File: config.mk
export PLATFORM = sky130hd
export DESIGN_NAME = sip_non_invite_client_transaction_top
export DESIGN_NICKNAME = d
export VERILOG_FILES = /design/src/design/sipnict_pkg.sv /design/src/design/sipnict_cfg.sv /design/src/design/sipnict_core.sv /design/src/design/sipnict_outq.sv /design/src/design/sip_non_invite_client_transaction_top.sv
export SDC_FILE = /design/constraint.sdc
export NUM_CORES = 1
export LEC_CHECK = 0
export BUFFER_PORTS_ARGS = -buffer_cell sky130_fd_sc_hd__clkbuf_2
export CORE_MARGIN = 2
export CORE_UTILIZATION = 60
export CTS_BUF_LIST = sky130_fd_sc_hd__clkbuf_4 sky130_fd_sc_hd__clkbuf_8 sky130_fd_sc_hd__clkbuf_16
export DETAILED_ROUTE_END_ITERATION = 8
export PLACE_DENSITY = 0.8
export SLEW_MARGIN = 20
export SYNTH_ARGS = -nofsm -noshare
export SYNTH_HDL_FRONTEND = slang
export SYNTH_SLANG_ARGS = --single-unit
export TNS_END_PERCENT = 100
File: constraint.sdc
create_clock -name clk -period 9.5 [get_ports clk]
set_input_delay 0.475 -clock clk [delete_from_list [all_inputs] [get_ports clk]]
set_output_delay 0.475 -clock clk [all_outputs]
set_load 0.1 [all_outputs]
File: src/design/sipnict_pkg.sv
// shared types, codes and helpers for the sip non-invite client transaction block
package sipnict_pkg;

  // timer counter width
  localparam int TICK_WIDTH = 16;
  localparam logic [32:0] TICK_MAX_W = (33'd1 << TICK_WIDTH) - 33'd1;

  // configuration port geometry
  localparam int CFG_AW = 5;
  localparam int CFG_DW = 32;
  localparam int REG_W  = 16;

  // register indexes
  localparam logic [2:0] REG_BASE     = 3'd0;
  localparam logic [2:0] REG_CAP      = 3'd1;
  localparam logic [2:0] REG_GIVEUP   = 3'd2;
  localparam logic [2:0] REG_LINGER   = 3'd3;
  localparam logic [2:0] REG_RELIABLE = 3'd4;

  // register reset values
  localparam logic [REG_W-1:0] RST_BASE   = 16'd500;
  localparam logic [REG_W-1:0] RST_CAP    = 16'd4000;
  localparam logic [REG_W-1:0] RST_GIVEUP = 16'd32000;
  localparam logic [REG_W-1:0] RST_LINGER = 16'd5000;

  // transaction phases
  localparam logic [1:0] PH_IDLE       = 2'd0;
  localparam logic [1:0] PH_TRYING     = 2'd1;
  localparam logic [1:0] PH_PROCEEDING = 2'd2;
  localparam logic [1:0] PH_COMPLETED  = 2'd3;

  // input operations
  localparam logic [1:0] OP_START = 2'd0;
  localparam logic [1:0] OP_RESP  = 2'd1;
  localparam logic [1:0] OP_TICK  = 2'd2;
  localparam logic [1:0] OP_TERR  = 2'd3;

  // result actions
  localparam logic [2:0] ACT_SEND    = 3'd0;
  localparam logic [2:0] ACT_PASS    = 3'd1;
  localparam logic [2:0] ACT_TIMEOUT = 3'd2;
  localparam logic [2:0] ACT_TERR    = 3'd3;
  localparam logic [2:0] ACT_DONE    = 3'd4;

  // status code classes
  localparam logic [9:0] CODE_MIN       = 10'd100;
  localparam logic [9:0] CODE_PROV_MAX  = 10'd199;
  localparam logic [9:0] CODE_FINAL_MAX = 10'd699;

  // result queue
  localparam int OQ_DEPTH = 4;
  localparam int OQ_AW    = 2;
  localparam int OQ_CW    = 3;

  typedef struct packed {
    logic [REG_W-1:0] base;
    logic [REG_W-1:0] cap;
    logic [REG_W-1:0] giveup;
    logic [REG_W-1:0] linger;
    logic             reliable;
  } cfg_t;

  typedef struct packed {
    logic [2:0] action;
    logic [9:0] status;
    logic [1:0] phase;
    logic       last;
  } res_t;

  typedef struct packed {
    logic [1:0] count;
    res_t       res0;
    res_t       res1;
  } push_t;

  // timer load value: zero becomes one tick, oversize saturates
  function automatic logic [TICK_WIDTH-1:0] load_value(input logic [31:0] v);
    logic [TICK_WIDTH-1:0] r;
    if (v == 32'd0) begin
      r = TICK_WIDTH'(1);
    end else if ({1'b0, v} > TICK_MAX_W) begin
      r = '1;
    end else begin
      r = v[TICK_WIDTH-1:0];
    end
    return r;
  endfunction

endpackage

File: src/design/sipnict_cfg.sv
// configuration register file behind the apb-style port
module sipnict_cfg
  import sipnict_pkg::*;
(
  input  logic              clk,
  input  logic              rst_n,
  input  logic              psel,
  input  logic              penable,
  input  logic              pwrite,
  input  logic [CFG_AW-1:0] paddr,
  input  logic [CFG_DW-1:0] pwdata,
  output logic [CFG_DW-1:0] prdata,
  output logic              pready,
  output cfg_t              cfg
);

  cfg_t       cfg_r;
  logic       wr_en;
  logic [2:0] idx;

  assign pready = 1'b1;
  assign wr_en  = psel && penable && pwrite;
  assign idx    = paddr[4:2];
  assign cfg    = cfg_r;

  // register writes
  always_ff @(posedge clk) begin
    if (!rst_n) begin
      cfg_r.base     <= RST_BASE;
      cfg_r.cap      <= RST_CAP;
      cfg_r.giveup   <= RST_GIVEUP;
      cfg_r.linger   <= RST_LINGER;
      cfg_r.reliable <= 1'b0;
    end else if (wr_en) begin
      case (idx)
        REG_BASE:     cfg_r.base     <= pwdata[REG_W-1:0];
        REG_CAP:      cfg_r.cap      <= pwdata[REG_W-1:0];
        REG_GIVEUP:   cfg_r.giveup   <= pwdata[REG_W-1:0];
        REG_LINGER:   cfg_r.linger   <= pwdata[REG_W-1:0];
        REG_RELIABLE: cfg_r.reliable <= pwdata[0];
        default: ;
      endcase
    end
  end

  // read mux
  always_comb begin
    case (idx)
      REG_BASE:     prdata = CFG_DW'(cfg_r.base);
      REG_CAP:      prdata = CFG_DW'(cfg_r.cap);
      REG_GIVEUP:   prdata = CFG_DW'(cfg_r.giveup);
      REG_LINGER:   prdata = CFG_DW'(cfg_r.linger);
      REG_RELIABLE: prdata = CFG_DW'(cfg_r.reliable);
      default:      prdata = '0;
    endcase
  end

endmodule

File: src/design/sipnict_core.sv
// input register, transaction state and timers, one item per cycle while the queue has room for two results
module sipnict_core
  import sipnict_pkg::*;
(
  input  logic       clk,
  input  logic       rst_n,
  input  logic       in_valid,
  output logic       in_ready,
  input  logic [1:0] in_operation,
  input  logic [9:0] in_status_code,
  input  cfg_t       cfg,
  input  logic       room2,
  output logic       push_en,
  output push_t      push
);

  logic                  in_valid_r;
  logic [1:0]            op_r;
  logic [9:0]            code_r;
  logic                  process;

  logic [1:0]            phase_r, phase_nxt;
  logic [TICK_WIDTH-1:0] ivl_r, ivl_nxt;
  logic [TICK_WIDTH-1:0] rsd_r, rsd_nxt;
  logic [TICK_WIDTH-1:0] gup_r, gup_nxt;
  logic [TICK_WIDTH-1:0] lng_r, lng_nxt;

  logic [1:0]            n;
  logic [2:0]            act0, act1;
  logic [9:0]            st0;
  logic [TICK_WIDTH-1:0] cap_v;
  logic [TICK_WIDTH-1:0] dbl_ivl;
  logic [31:0]           dbl;

  assign process  = in_valid_r && room2;
  assign in_ready = !in_valid_r || process;

  // input register
  always_ff @(posedge clk) begin
    if (!rst_n) begin
      in_valid_r <= 1'b0;
    end else if (in_ready) begin
      in_valid_r <= in_valid;
    end
  end

  always_ff @(posedge clk) begin
    if (in_valid && in_ready) begin
      op_r   <= in_operation;
      code_r <= in_status_code;
    end
  end

  // retransmit interval after timer e in trying
  assign cap_v   = load_value(32'(cfg.cap));
  assign dbl     = {32'(ivl_r)} << 1;
  assign dbl_ivl = (dbl < 32'(cap_v)) ? load_value(dbl) : cap_v;

  // next state and results
  always_comb begin
    phase_nxt = phase_r;
    ivl_nxt   = ivl_r;
    rsd_nxt   = rsd_r;
    gup_nxt   = gup_r;
    lng_nxt   = lng_r;
    n         = 2'd0;
    act0      = ACT_SEND;
    act1      = ACT_DONE;
    st0       = '0;
    case (op_r)
      OP_START: begin
        if (phase_r == PH_IDLE) begin
          phase_nxt = PH_TRYING;
          gup_nxt   = load_value(32'(cfg.giveup));
          if (!cfg.reliable) begin
            ivl_nxt = load_value(32'(cfg.base));
            rsd_nxt = load_value(32'(cfg.base));
          end
          n    = 2'd1;
          act0 = ACT_SEND;
        end
      end
      OP_RESP: begin
        if ((phase_r inside {PH_TRYING, PH_PROCEEDING}) &&
            (code_r inside {[CODE_MIN:CODE_FINAL_MAX]})) begin
          n    = 2'd1;
          act0 = ACT_PASS;
          st0  = code_r;
          if (code_r <= CODE_PROV_MAX) begin
            phase_nxt = PH_PROCEEDING;
          end else if (cfg.reliable) begin
            phase_nxt = PH_IDLE;
            ivl_nxt   = '0;
            rsd_nxt   = '0;
            gup_nxt   = '0;
            lng_nxt   = '0;
            n         = 2'd2;
            act1      = ACT_DONE;
          end else begin
            phase_nxt = PH_COMPLETED;
            ivl_nxt   = '0;
            rsd_nxt   = '0;
            gup_nxt   = '0;
            lng_nxt   = load_value(32'(cfg.linger));
          end
        end
      end
      OP_TICK: begin
        if (phase_r inside {PH_TRYING, PH_PROCEEDING}) begin
          if (gup_r != '0) gup_nxt = gup_r - TICK_WIDTH'(1);
          if (rsd_r != '0) rsd_nxt = rsd_r - TICK_WIDTH'(1);
          if (gup_r == TICK_WIDTH'(1)) begin
            // timer f wins over timer e
            phase_nxt = PH_IDLE;
            ivl_nxt   = '0;
            rsd_nxt   = '0;
            gup_nxt   = '0;
            lng_nxt   = '0;
            n         = 2'd1;
            act0      = ACT_TIMEOUT;
          end else if (rsd_r == TICK_WIDTH'(1)) begin
            if (phase_r == PH_TRYING) begin
              ivl_nxt = dbl_ivl;
              rsd_nxt = dbl_ivl;
            end else begin
              ivl_nxt = cap_v;
              rsd_nxt = cap_v;
            end
            n    = 2'd1;
            act0 = ACT_SEND;
          end
        end else if (phase_r == PH_COMPLETED) begin
          // timer k expires, or was never armed
          if (lng_r <= TICK_WIDTH'(1)) begin
            phase_nxt = PH_IDLE;
            ivl_nxt   = '0;
            rsd_nxt   = '0;
            gup_nxt   = '0;
            lng_nxt   = '0;
            n         = 2'd1;
            act0      = ACT_DONE;
          end else begin
            lng_nxt = lng_r - TICK_WIDTH'(1);
          end
        end
      end
      default: begin
        if (phase_r != PH_IDLE) begin
          phase_nxt = PH_IDLE;
          ivl_nxt   = '0;
          rsd_nxt   = '0;
          gup_nxt   = '0;
          lng_nxt   = '0;
          n         = 2'd1;
          act0      = ACT_TERR;
        end
      end
    endcase
  end

  // state registers
  always_ff @(posedge clk) begin
    if (!rst_n) begin
      phase_r <= PH_IDLE;
      ivl_r   <= '0;
      rsd_r   <= '0;
      gup_r   <= '0;
      lng_r   <= '0;
    end else if (process) begin
      phase_r <= phase_nxt;
      ivl_r   <= ivl_nxt;
      rsd_r   <= rsd_nxt;
      gup_r   <= gup_nxt;
      lng_r   <= lng_nxt;
    end
  end

  // results to the queue
  assign push_en          = process && (n != 2'd0);
  assign push.count       = n;
  assign push.res0.action = act0;
  assign push.res0.status = st0;
  assign push.res0.phase  = phase_nxt;
  assign push.res0.last   = (n == 2'd1);
  assign push.res1.action = act1;
  assign push.res1.status = '0;
  assign push.res1.phase  = phase_nxt;
  assign push.res1.last   = 1'b1;

endmodule

File: src/design/sipnict_outq.sv
// result queue, takes one or two items a cycle and hands out one
module sipnict_outq
  import sipnict_pkg::*;
(
  input  logic  clk,
  input  logic  rst_n,
  input  logic  push_en,
  input  push_t push,
  output logic  room2,
  output logic  out_valid,
  input  logic  out_ready,
  output res_t  out_res
);

  res_t             mem [OQ_DEPTH];
  logic [OQ_AW-1:0] wr_ptr_r, rd_ptr_r;
  logic [OQ_CW-1:0] cnt_r, cnt_nxt;
  logic             pop;
  logic [OQ_CW-1:0] cnt_after_pop;
  logic [OQ_AW-1:0] wr_ptr1;

  assign out_valid     = (cnt_r != '0);
  assign out_res       = mem[rd_ptr_r];
  assign pop           = out_valid && out_ready;
  assign cnt_after_pop = cnt_r - OQ_CW'(pop);
  assign room2         = (cnt_after_pop <= OQ_CW'(OQ_DEPTH - 2));
  assign wr_ptr1       = wr_ptr_r + OQ_AW'(1);
  assign cnt_nxt       = cnt_after_pop + (push_en ? OQ_CW'(push.count) : '0);

  // entry storage
  always_ff @(posedge clk) begin
    if (push_en) begin
      mem[wr_ptr_r] <= push.res0;
      if (push.count == 2'd2) begin
        mem[wr_ptr1] <= push.res1;
      end
    end
  end

  // pointers and fill count
  always_ff @(posedge clk) begin
    if (!rst_n) begin
      wr_ptr_r <= '0;
      rd_ptr_r <= '0;
      cnt_r    <= '0;
    end else begin
      if (push_en) begin
        wr_ptr_r <= wr_ptr_r + OQ_AW'(push.count);
      end
      if (pop) begin
        rd_ptr_r <= rd_ptr_r + OQ_AW'(1);
      end
      cnt_r <= cnt_nxt;
    end
  end

endmodule

File: src/design/sip_non_invite_client_transaction_top.sv
// top level of the sip non-invite client transaction block
//
//   channel  direction  handshake             payload
//   in_      input      in_valid / in_ready   in_operation, in_status_code
//   out_     output     out_valid / out_ready out_action, out_passed_status,
//                                             out_phase_after, out_last
//   cfg      input      psel/penable/pwrite   paddr, pwdata, prdata, pready
//
// an item is taken into the input register, then updates the state and
// writes its one or two results into a four-entry result queue: one item
// per cycle while the queue keeps room for two results.
// reset clears the state, timers, queue and registers to their defaults.
// a stalled output holds items in the queue and backs up the input.
module sip_non_invite_client_transaction_top
  import sipnict_pkg::*;
(
  input  logic              clk,
  input  logic              rst_n,
  input  logic              in_valid,
  output logic              in_ready,
  input  logic [1:0]        in_operation,
  input  logic [9:0]        in_status_code,
  output logic              out_valid,
  input  logic              out_ready,
  output logic [2:0]        out_action,
  output logic [9:0]        out_passed_status,
  output logic [1:0]        out_phase_after,
  output logic              out_last,
  input  logic              psel,
  input  logic              penable,
  input  logic              pwrite,
  input  logic [CFG_AW-1:0] paddr,
  input  logic [CFG_DW-1:0] pwdata,
  output logic [CFG_DW-1:0] prdata,
  output logic              pready
);

  cfg_t  cfg;
  logic  room2;
  logic  push_en;
  push_t push;
  res_t  out_res;

  sipnict_cfg u_cfg (
    .clk     (clk),
    .rst_n   (rst_n),
    .psel    (psel),
    .penable (penable),
    .pwrite  (pwrite),
    .paddr   (paddr),
    .pwdata  (pwdata),
    .prdata  (prdata),
    .pready  (pready),
    .cfg     (cfg)
  );

  sipnict_core u_core (
    .clk            (clk),
    .rst_n          (rst_n),
    .in_valid       (in_valid),
    .in_ready       (in_ready),
    .in_operation   (in_operation),
    .in_status_code (in_status_code),
    .cfg            (cfg),
    .room2          (room2),
    .push_en        (push_en),
    .push           (push)
  );

  sipnict_outq u_outq (
    .clk       (clk),
    .rst_n     (rst_n),
    .push_en   (push_en),
    .push      (push),
    .room2     (room2),
    .out_valid (out_valid),
    .out_ready (out_ready),
    .out_res   (out_res)
  );

  // result fields
  assign out_action        = out_res.action;
  assign out_passed_status = out_res.status;
  assign out_phase_after   = out_res.phase;
  assign out_last          = out_res.last;

endmodule

# Word-level counts from Yosys, hierarchy flattened

Memories as Yosys holds them, arrays and structs flattened. A register that Yosys moved wholly into a read port is not among the register bits.
Index checks and enable logic that the tools add are counted.

Register bits after elaboration: 151
RAM bits: 64
Input port bits: 56
Output and inout bits: 51
Logic and storage cells: 167
Memories kept: 1

Memories:

| memory     | words | width | read ports | clocked after memory_dff | wr ports | RTL line           | RTL |
|---|---|---|---|---|---|---|---|
| u_outq.mem | 4     | 16    | 1          | 1                        | 2        | sipnict_outq.sv:15 | `res_t mem [OQ_DEPTH];` |

Add/subtract/negate cells: 8
Magnitude comparators: 7
Equal/unequal tests: 23
Multiplexer cells: 76
Bitwise gates (word level): 1
Reductions and logical operators: 35

Operators by type and width:

| kind                                                                    | count |
|---|---|
| 16-bit two-way mux                                                      | 33 |
| 16-bit one-hot mux with 3 select lines                                  | 4 |
| 16-bit one-hot mux with 5 select lines                                  | 1 |
| 16-bit zero test                                                        | 4 |
| 16-bit by 1-bit subtractor with 16-bit output (second input constant)   | 3 |
| 2-bit two-way mux                                                       | 20 |
| 16-bit by 1-bit == test with 1-bit output (second input constant)       | 2 |
| 32-bit zero test                                                        | 1 |
| 16-bit nonzero test                                                     | 2 |
| 10-bit two-way mux                                                      | 2 |
| 9-bit AND reduction                                                     | 2 |
| 17-bit by 16-bit > comparator with 1-bit output (second input constant) | 1 |
| 17-bit by 16-bit less-than comparator with 1-bit output                 | 1 |
| 16-bit by 1-bit <= comparator with 1-bit output (second input constant) | 1 |
| 2-bit one-hot mux with 3 select lines                                   | 2 |
| 10-bit by 7-bit >= comparator with 1-bit output (second input constant) | 1 |
| 10-bit <= comparator (second input constant)                            | 1 |
| 10-bit by 8-bit <= comparator with 1-bit output (second input constant) | 1 |
| 1-bit two-way mux                                                       | 10 |
| 2-bit AND reduction                                                     | 5 |
| 3-bit two-way mux                                                       | 3 |
| 3-bit one-hot mux with 3 select lines                                   | 1 |
| 2-bit == test (second input constant)                                   | 4 |
| 1-bit logical AND                                                       | 8 |
| 25 further kinds                                                        | 37 |

# Logic depth before layout (Yosys ltp)

Depth after elaboration: 9
Depth in mapped cells: 14
Depth with buffers taken out: 13

# Modules after synthesis

From an unflattened synthesis, not the netlist that was laid out.

Cells, all modules: 1,292
Area total of the unflattened synthesis: 12,734.7 um^2

Modules (own cells, without submodules):

| module       | instances | cells an instance | area an instance (um^2) | sequential area each (um^2) |
|---|---|---|---|---|
| sipnict_core | 1         | 764               | 5,941.9                 | 1,701.6 |
| sipnict_outq | 1         | 207               | 3,617.2                 | 2,102.0 |
| sipnict_cfg  | 1         | 321               | 3,175.5                 | 1,301.2 |

# Worst setup path after synthesis

OpenSTA, ideal clock, no wires.

Path type: reg2reg
Start: reg u_outq.cnt_r[2]
End: reg u_core.ivl_r[10]
Setup time: 0.077 ns
Arrival time: 3.741 ns
Data required time: 9.423 ns
Setup slack: 5.683 ns
Cell stages (with the launch flop): 15
Path buffers: 3
Period minus slack after synthesis: 3.817 ns
Path through: dfxtp_1 > or3_1 > and2_1 > ha_1 > ha_1 > xnor2_1 > o211ai_1 > a211oi_1 > and2_1 > nand4_1 > buf_6 > or4_4 > buf_6 > buf_6 > o22ai_1

Cells in the longest elaborated chain, start to end: 6

RTL lines:

| what                                           | RTL line                                    | RTL |
|---|---|---|
| start: declaration                             | sipnict_outq.sv:17                          | `logic [OQ_CW-1:0] cnt_r, cnt_nxt;` |
| start signal: assignment                       | sipnict_outq.sv:53                          | `cnt_r <= cnt_nxt;` |
| 3-bit nonzero test                             | sipnict_outq.sv:22                          | `assign out_valid = (cnt_r != '0);` |
| via out_valid                                  | sip_non_invite_client_transaction_top.sv:23 | `output logic out_valid,` |
| 1-bit logical AND                              | sipnict_outq.sv:24                          | `assign pop = out_valid && out_ready;` |
| via u_outq.pop                                 | sipnict_outq.sv:18                          | `logic pop;` |
| 3-bit by 1-bit subtractor with 3-bit output    | sipnict_outq.sv:25                          | `assign cnt_after_pop = cnt_r - OQ_CW'(pop);` |
| 3-bit by 2-bit <= comparator with 1-bit output | sipnict_outq.sv:26                          | `assign room2 = (cnt_after_pop <= OQ_CW'(OQ_DEPTH - 2));` |
| 1-bit logical AND                              | sipnict_core.sv:35                          | `assign process = in_valid_r && room2;` |
| 9-bit AND reduction (no line)                  | --                                          |  |
| end signal: assignment                         | sipnict_core.sv:171                         | `ivl_r <= ivl_nxt;` |
| end: declaration                               | sipnict_core.sv:23                          | `logic [TICK_WIDTH-1:0] ivl_r, ivl_nxt;` |

The timed path passes the listed nets, and every way through them passes these cells.
A chain may end at the register's enable or synchronous reset.

==> impl_metrics.toml <==
[run_status]
status = "finished, final reports clean"

[floorplanning]
num_rows = 51
start_util = 0.609
die_width_um = 144
coreArea_um2 = 19400
ios = 107
dieArea_um2 = 20800
die_h_um = 144

[worst_setup_path]
crit_path_end_kind = "flip-flop"
critPathBufInv = 0
path_cells = "or3_1 > and2_1 > ha_1 > ha_1 > xnor2_1 > o21ai_0 > nor2_1 > nand3_1 > a31oi_2 > mux2i_1 > nor2_1"
crit_type = "flip-flop to flip-flop"
path_max_fanout = 19
crit_arrival_ns = 4.69
reg2reg_to = "u_outq.mem[0][7]$_SDFFE_PP0N_"
crit_family = "simple AND/OR/NAND/NOR gates"
max_stage_delay_ns = 1.00
startpoint_type = "flip-flop"
crit_slowest_cell = "a31oi_2"
reg2reg_slack_ns = 5.18
required_ns = 9.87
worstRegToRegCells = 11
cp-startpoint = "u_outq.cnt_r[2]$_SDFF_PN0_"
r2r-start = "u_outq.cnt_r[2]$_SDFF_PN0_"

[final_layout]
final_nets = 1465
layout_commonest_cell = "dfxtp_1"
drive_gt1_frac = 0.141
area_growth_pct = 9.63
final_cell_mix = "dfxtp_1, nand2_1, nor2_1"
diodes = 0
fin_cells = 1654

[timing]
rsz0062_at_grt = "false"
fin_crit_sh = 0.455
period_minus_slack_ns = 4.32
setup-tns-final_ns = 0
tightest_slew_ns = 1.08
skew_ns = 0.0236
maxSlewHeadroom = 0.280
hold_violations = 0
setup_violations = 0
timing.fmax_ghz = 0.231
finalMaxSlewViolations = 0

[worst_hold_path]
hold_start = "in_status_code[0]"
whs_path_depth = 1
hold_end = "u_core.code_r[0]$_DFFE_PP_"
worst_hold_path_type = "primary input to flip-flop"

[power]
p_sw_frac = 0.367
p_comb_frac = 0.316
cellPowerDensity_nw_per_um2 = 218
p_leak_nw = 5.21
p_clk_frac = 0.308
internal-power_mw = 1.79
p_switching_mw = 1.04
p_seq_frac = 0.376
peakVddDrop_uv = 142

[global_routing]
grt_usage = 0.299
grt_max_degree = 88
antenna_found_initial = 0
grt_pass1_vias = 9584
grt_pass1_wl_um = 49700
grt.overflow.total = 0

[place]
routabilityCongestion = 0.922
place_hpwl_um = 22000
portBuffers = 71
placed_cells = 1615

[clock_network]
cts.root.buffer_cell = "clkbuf_16"
clk_pin_slew_worst_paths_ns = 0.06
cts_tree = "yes"
cts.sinks = 217
cts_hold_buf = 0
post_cts_buffers = 0
clockBufferDepth = 3
insertion_delay_ns = 0.52
htree_levels = 1
cts_made_buffers = 23
cts_resized = 0

[synth]
synth-async-reset-ratio = 0
syn-instance-count = 1347
ys.flop_type = "dfxtp_1"
synth.area.top_cells = "dfxtp_1, mux4_2, nand2_1"
ys.warnings.count = 0
syn_area_um2 = 11800
syn_avg_cell_area_um2 = 8.78
synth_edf_count = 20
synth.distinct_cells = 70
netlist.area_leader.share = 0.334
synth_top_area_cell = "dfxtp_1"
ys_ff_latch = 217
yosysSeqAreaShare = 0.384

[detailed_routing]
antenna_left = 0
wl_um = 31400
drc_errors = 0
drt-vias-per-instance = 6.37
first_pass_iters = 5
wl_per_cell_um = 19.0
first_iter_violations = 1129
num_vias = 10500

[run]
maxCapViolations = 0
synthesized netlist by cell type (all sizes together) (9+ instances only):
library cell and number:
dfxtp 197, nand2 183, nor2 131, a21oi 101, mux2i 63, clkbuf 59, nand3 43, inv 38
and2 36, o21ai 36, buf 35, ha 33, mux4 31, nor4 31, nor3 28, a22oi 24
o211ai 22, xor2 21, edfxtp 20, nor2b 19, o22ai 19, mux2 16, a211oi 15, o211a 15
or3 14, xnor2 13, a31oi 9, and3 9, or4 9
metal layers:
metal  part of all wire  track usage  routed length, um  up-vias
met4              0.039        0.112               1240        0
met1               0.41        0.405              12900     5088
met2               0.47        0.491              14800      488
met5                  0            0                  0        -
li1                   -            -                  -     4878
met3              0.078       0.0371               2450       85
sequential cells by signal (all words and copies together), names as in the netlist, 3 cells and up, named ones only:
signal,cells
u_cfg.cfg,65
u_core.code_r,10
u_core.gup_r,16
u_core.rsd_r,16
u_core.lng_r,16
u_outq.cnt_r,3
u_outq.mem,64
u_core.ivl_r,16
power groups by stage:
stage	clock network, mW	registers, mW	logic (mW)
4_1_cts	0.876	1.06	0.887
3_3_place_gp	0	1.08	0.867
2_1_floorplan	0	1.04	0.753
5_1_grt	0.916	1.07	0.970
3_5_place_dp	0	1.08	0.879
6_report	0.871	1.06	0.893
cell families after synthesis:
family | count (synthesis) | synth area share
other | 2 | 0.000635
adder cells (fa/ha/maj) | 34 | 0.0366
AND/OR/NAND/NOR | 537 | 0.220
AO/OA/AOI/OAI | 279 | 0.155
XOR/XNOR | 34 | 0.0252
multiplexers | 110 | 0.128
flip-flops | 217 | 0.384
buffers and inverters | 134 | 0.0513
area by class of cell:
class / instances / area, um2
inverter: 40 / 150
clock inverter: 8 / 71.3
clock buffer: 31 / 654
fill: 1545 / 6440
timing repair buffer: 82 / 438
tap: 265 / 332
sequential: 217 / 4550
multi-input combinational: 1011 / 6770
through the flow:
step	cell area, um2	utilization	hold WS (ns)	setup WS (ns)	power, mW
3_5_place_dp	12200	0.630	0.473	5.29	1.96
6_report	13000	0.668	0.129	5.18	2.83
2_1_floorplan	11900	-	0.446	5.68	1.80
3_3_place_gp	12200	0.630	0.460	5.38	1.94
5_1_grt	13000	0.668	0.120	4.87	2.96
4_1_cts	13000	0.668	0.121	5.25	2.83
worst max-delay path by stage:
stage                               endpoint  slack, ns  depth (start not counted)
6_report       u_outq.mem[0][7]$_SDFFE_PP0N_       5.18                         11
5_1_grt        u_outq.mem[0][8]$_SDFFE_PP0N_       4.87                         11
4_1_cts        u_outq.mem[0][7]$_SDFFE_PP0N_       5.25                         11
3_5_place_dp   u_outq.mem[0][5]$_SDFFE_PP0N_       5.29                         11
3_3_place_gp   u_outq.mem[0][8]$_SDFFE_PP0N_       5.38                         11
2_1_floorplan  u_core.ivl_r[10]$_SDFFE_PN0P_       5.68                         14
Note: power is estimated with default switching activity, not from simulation.
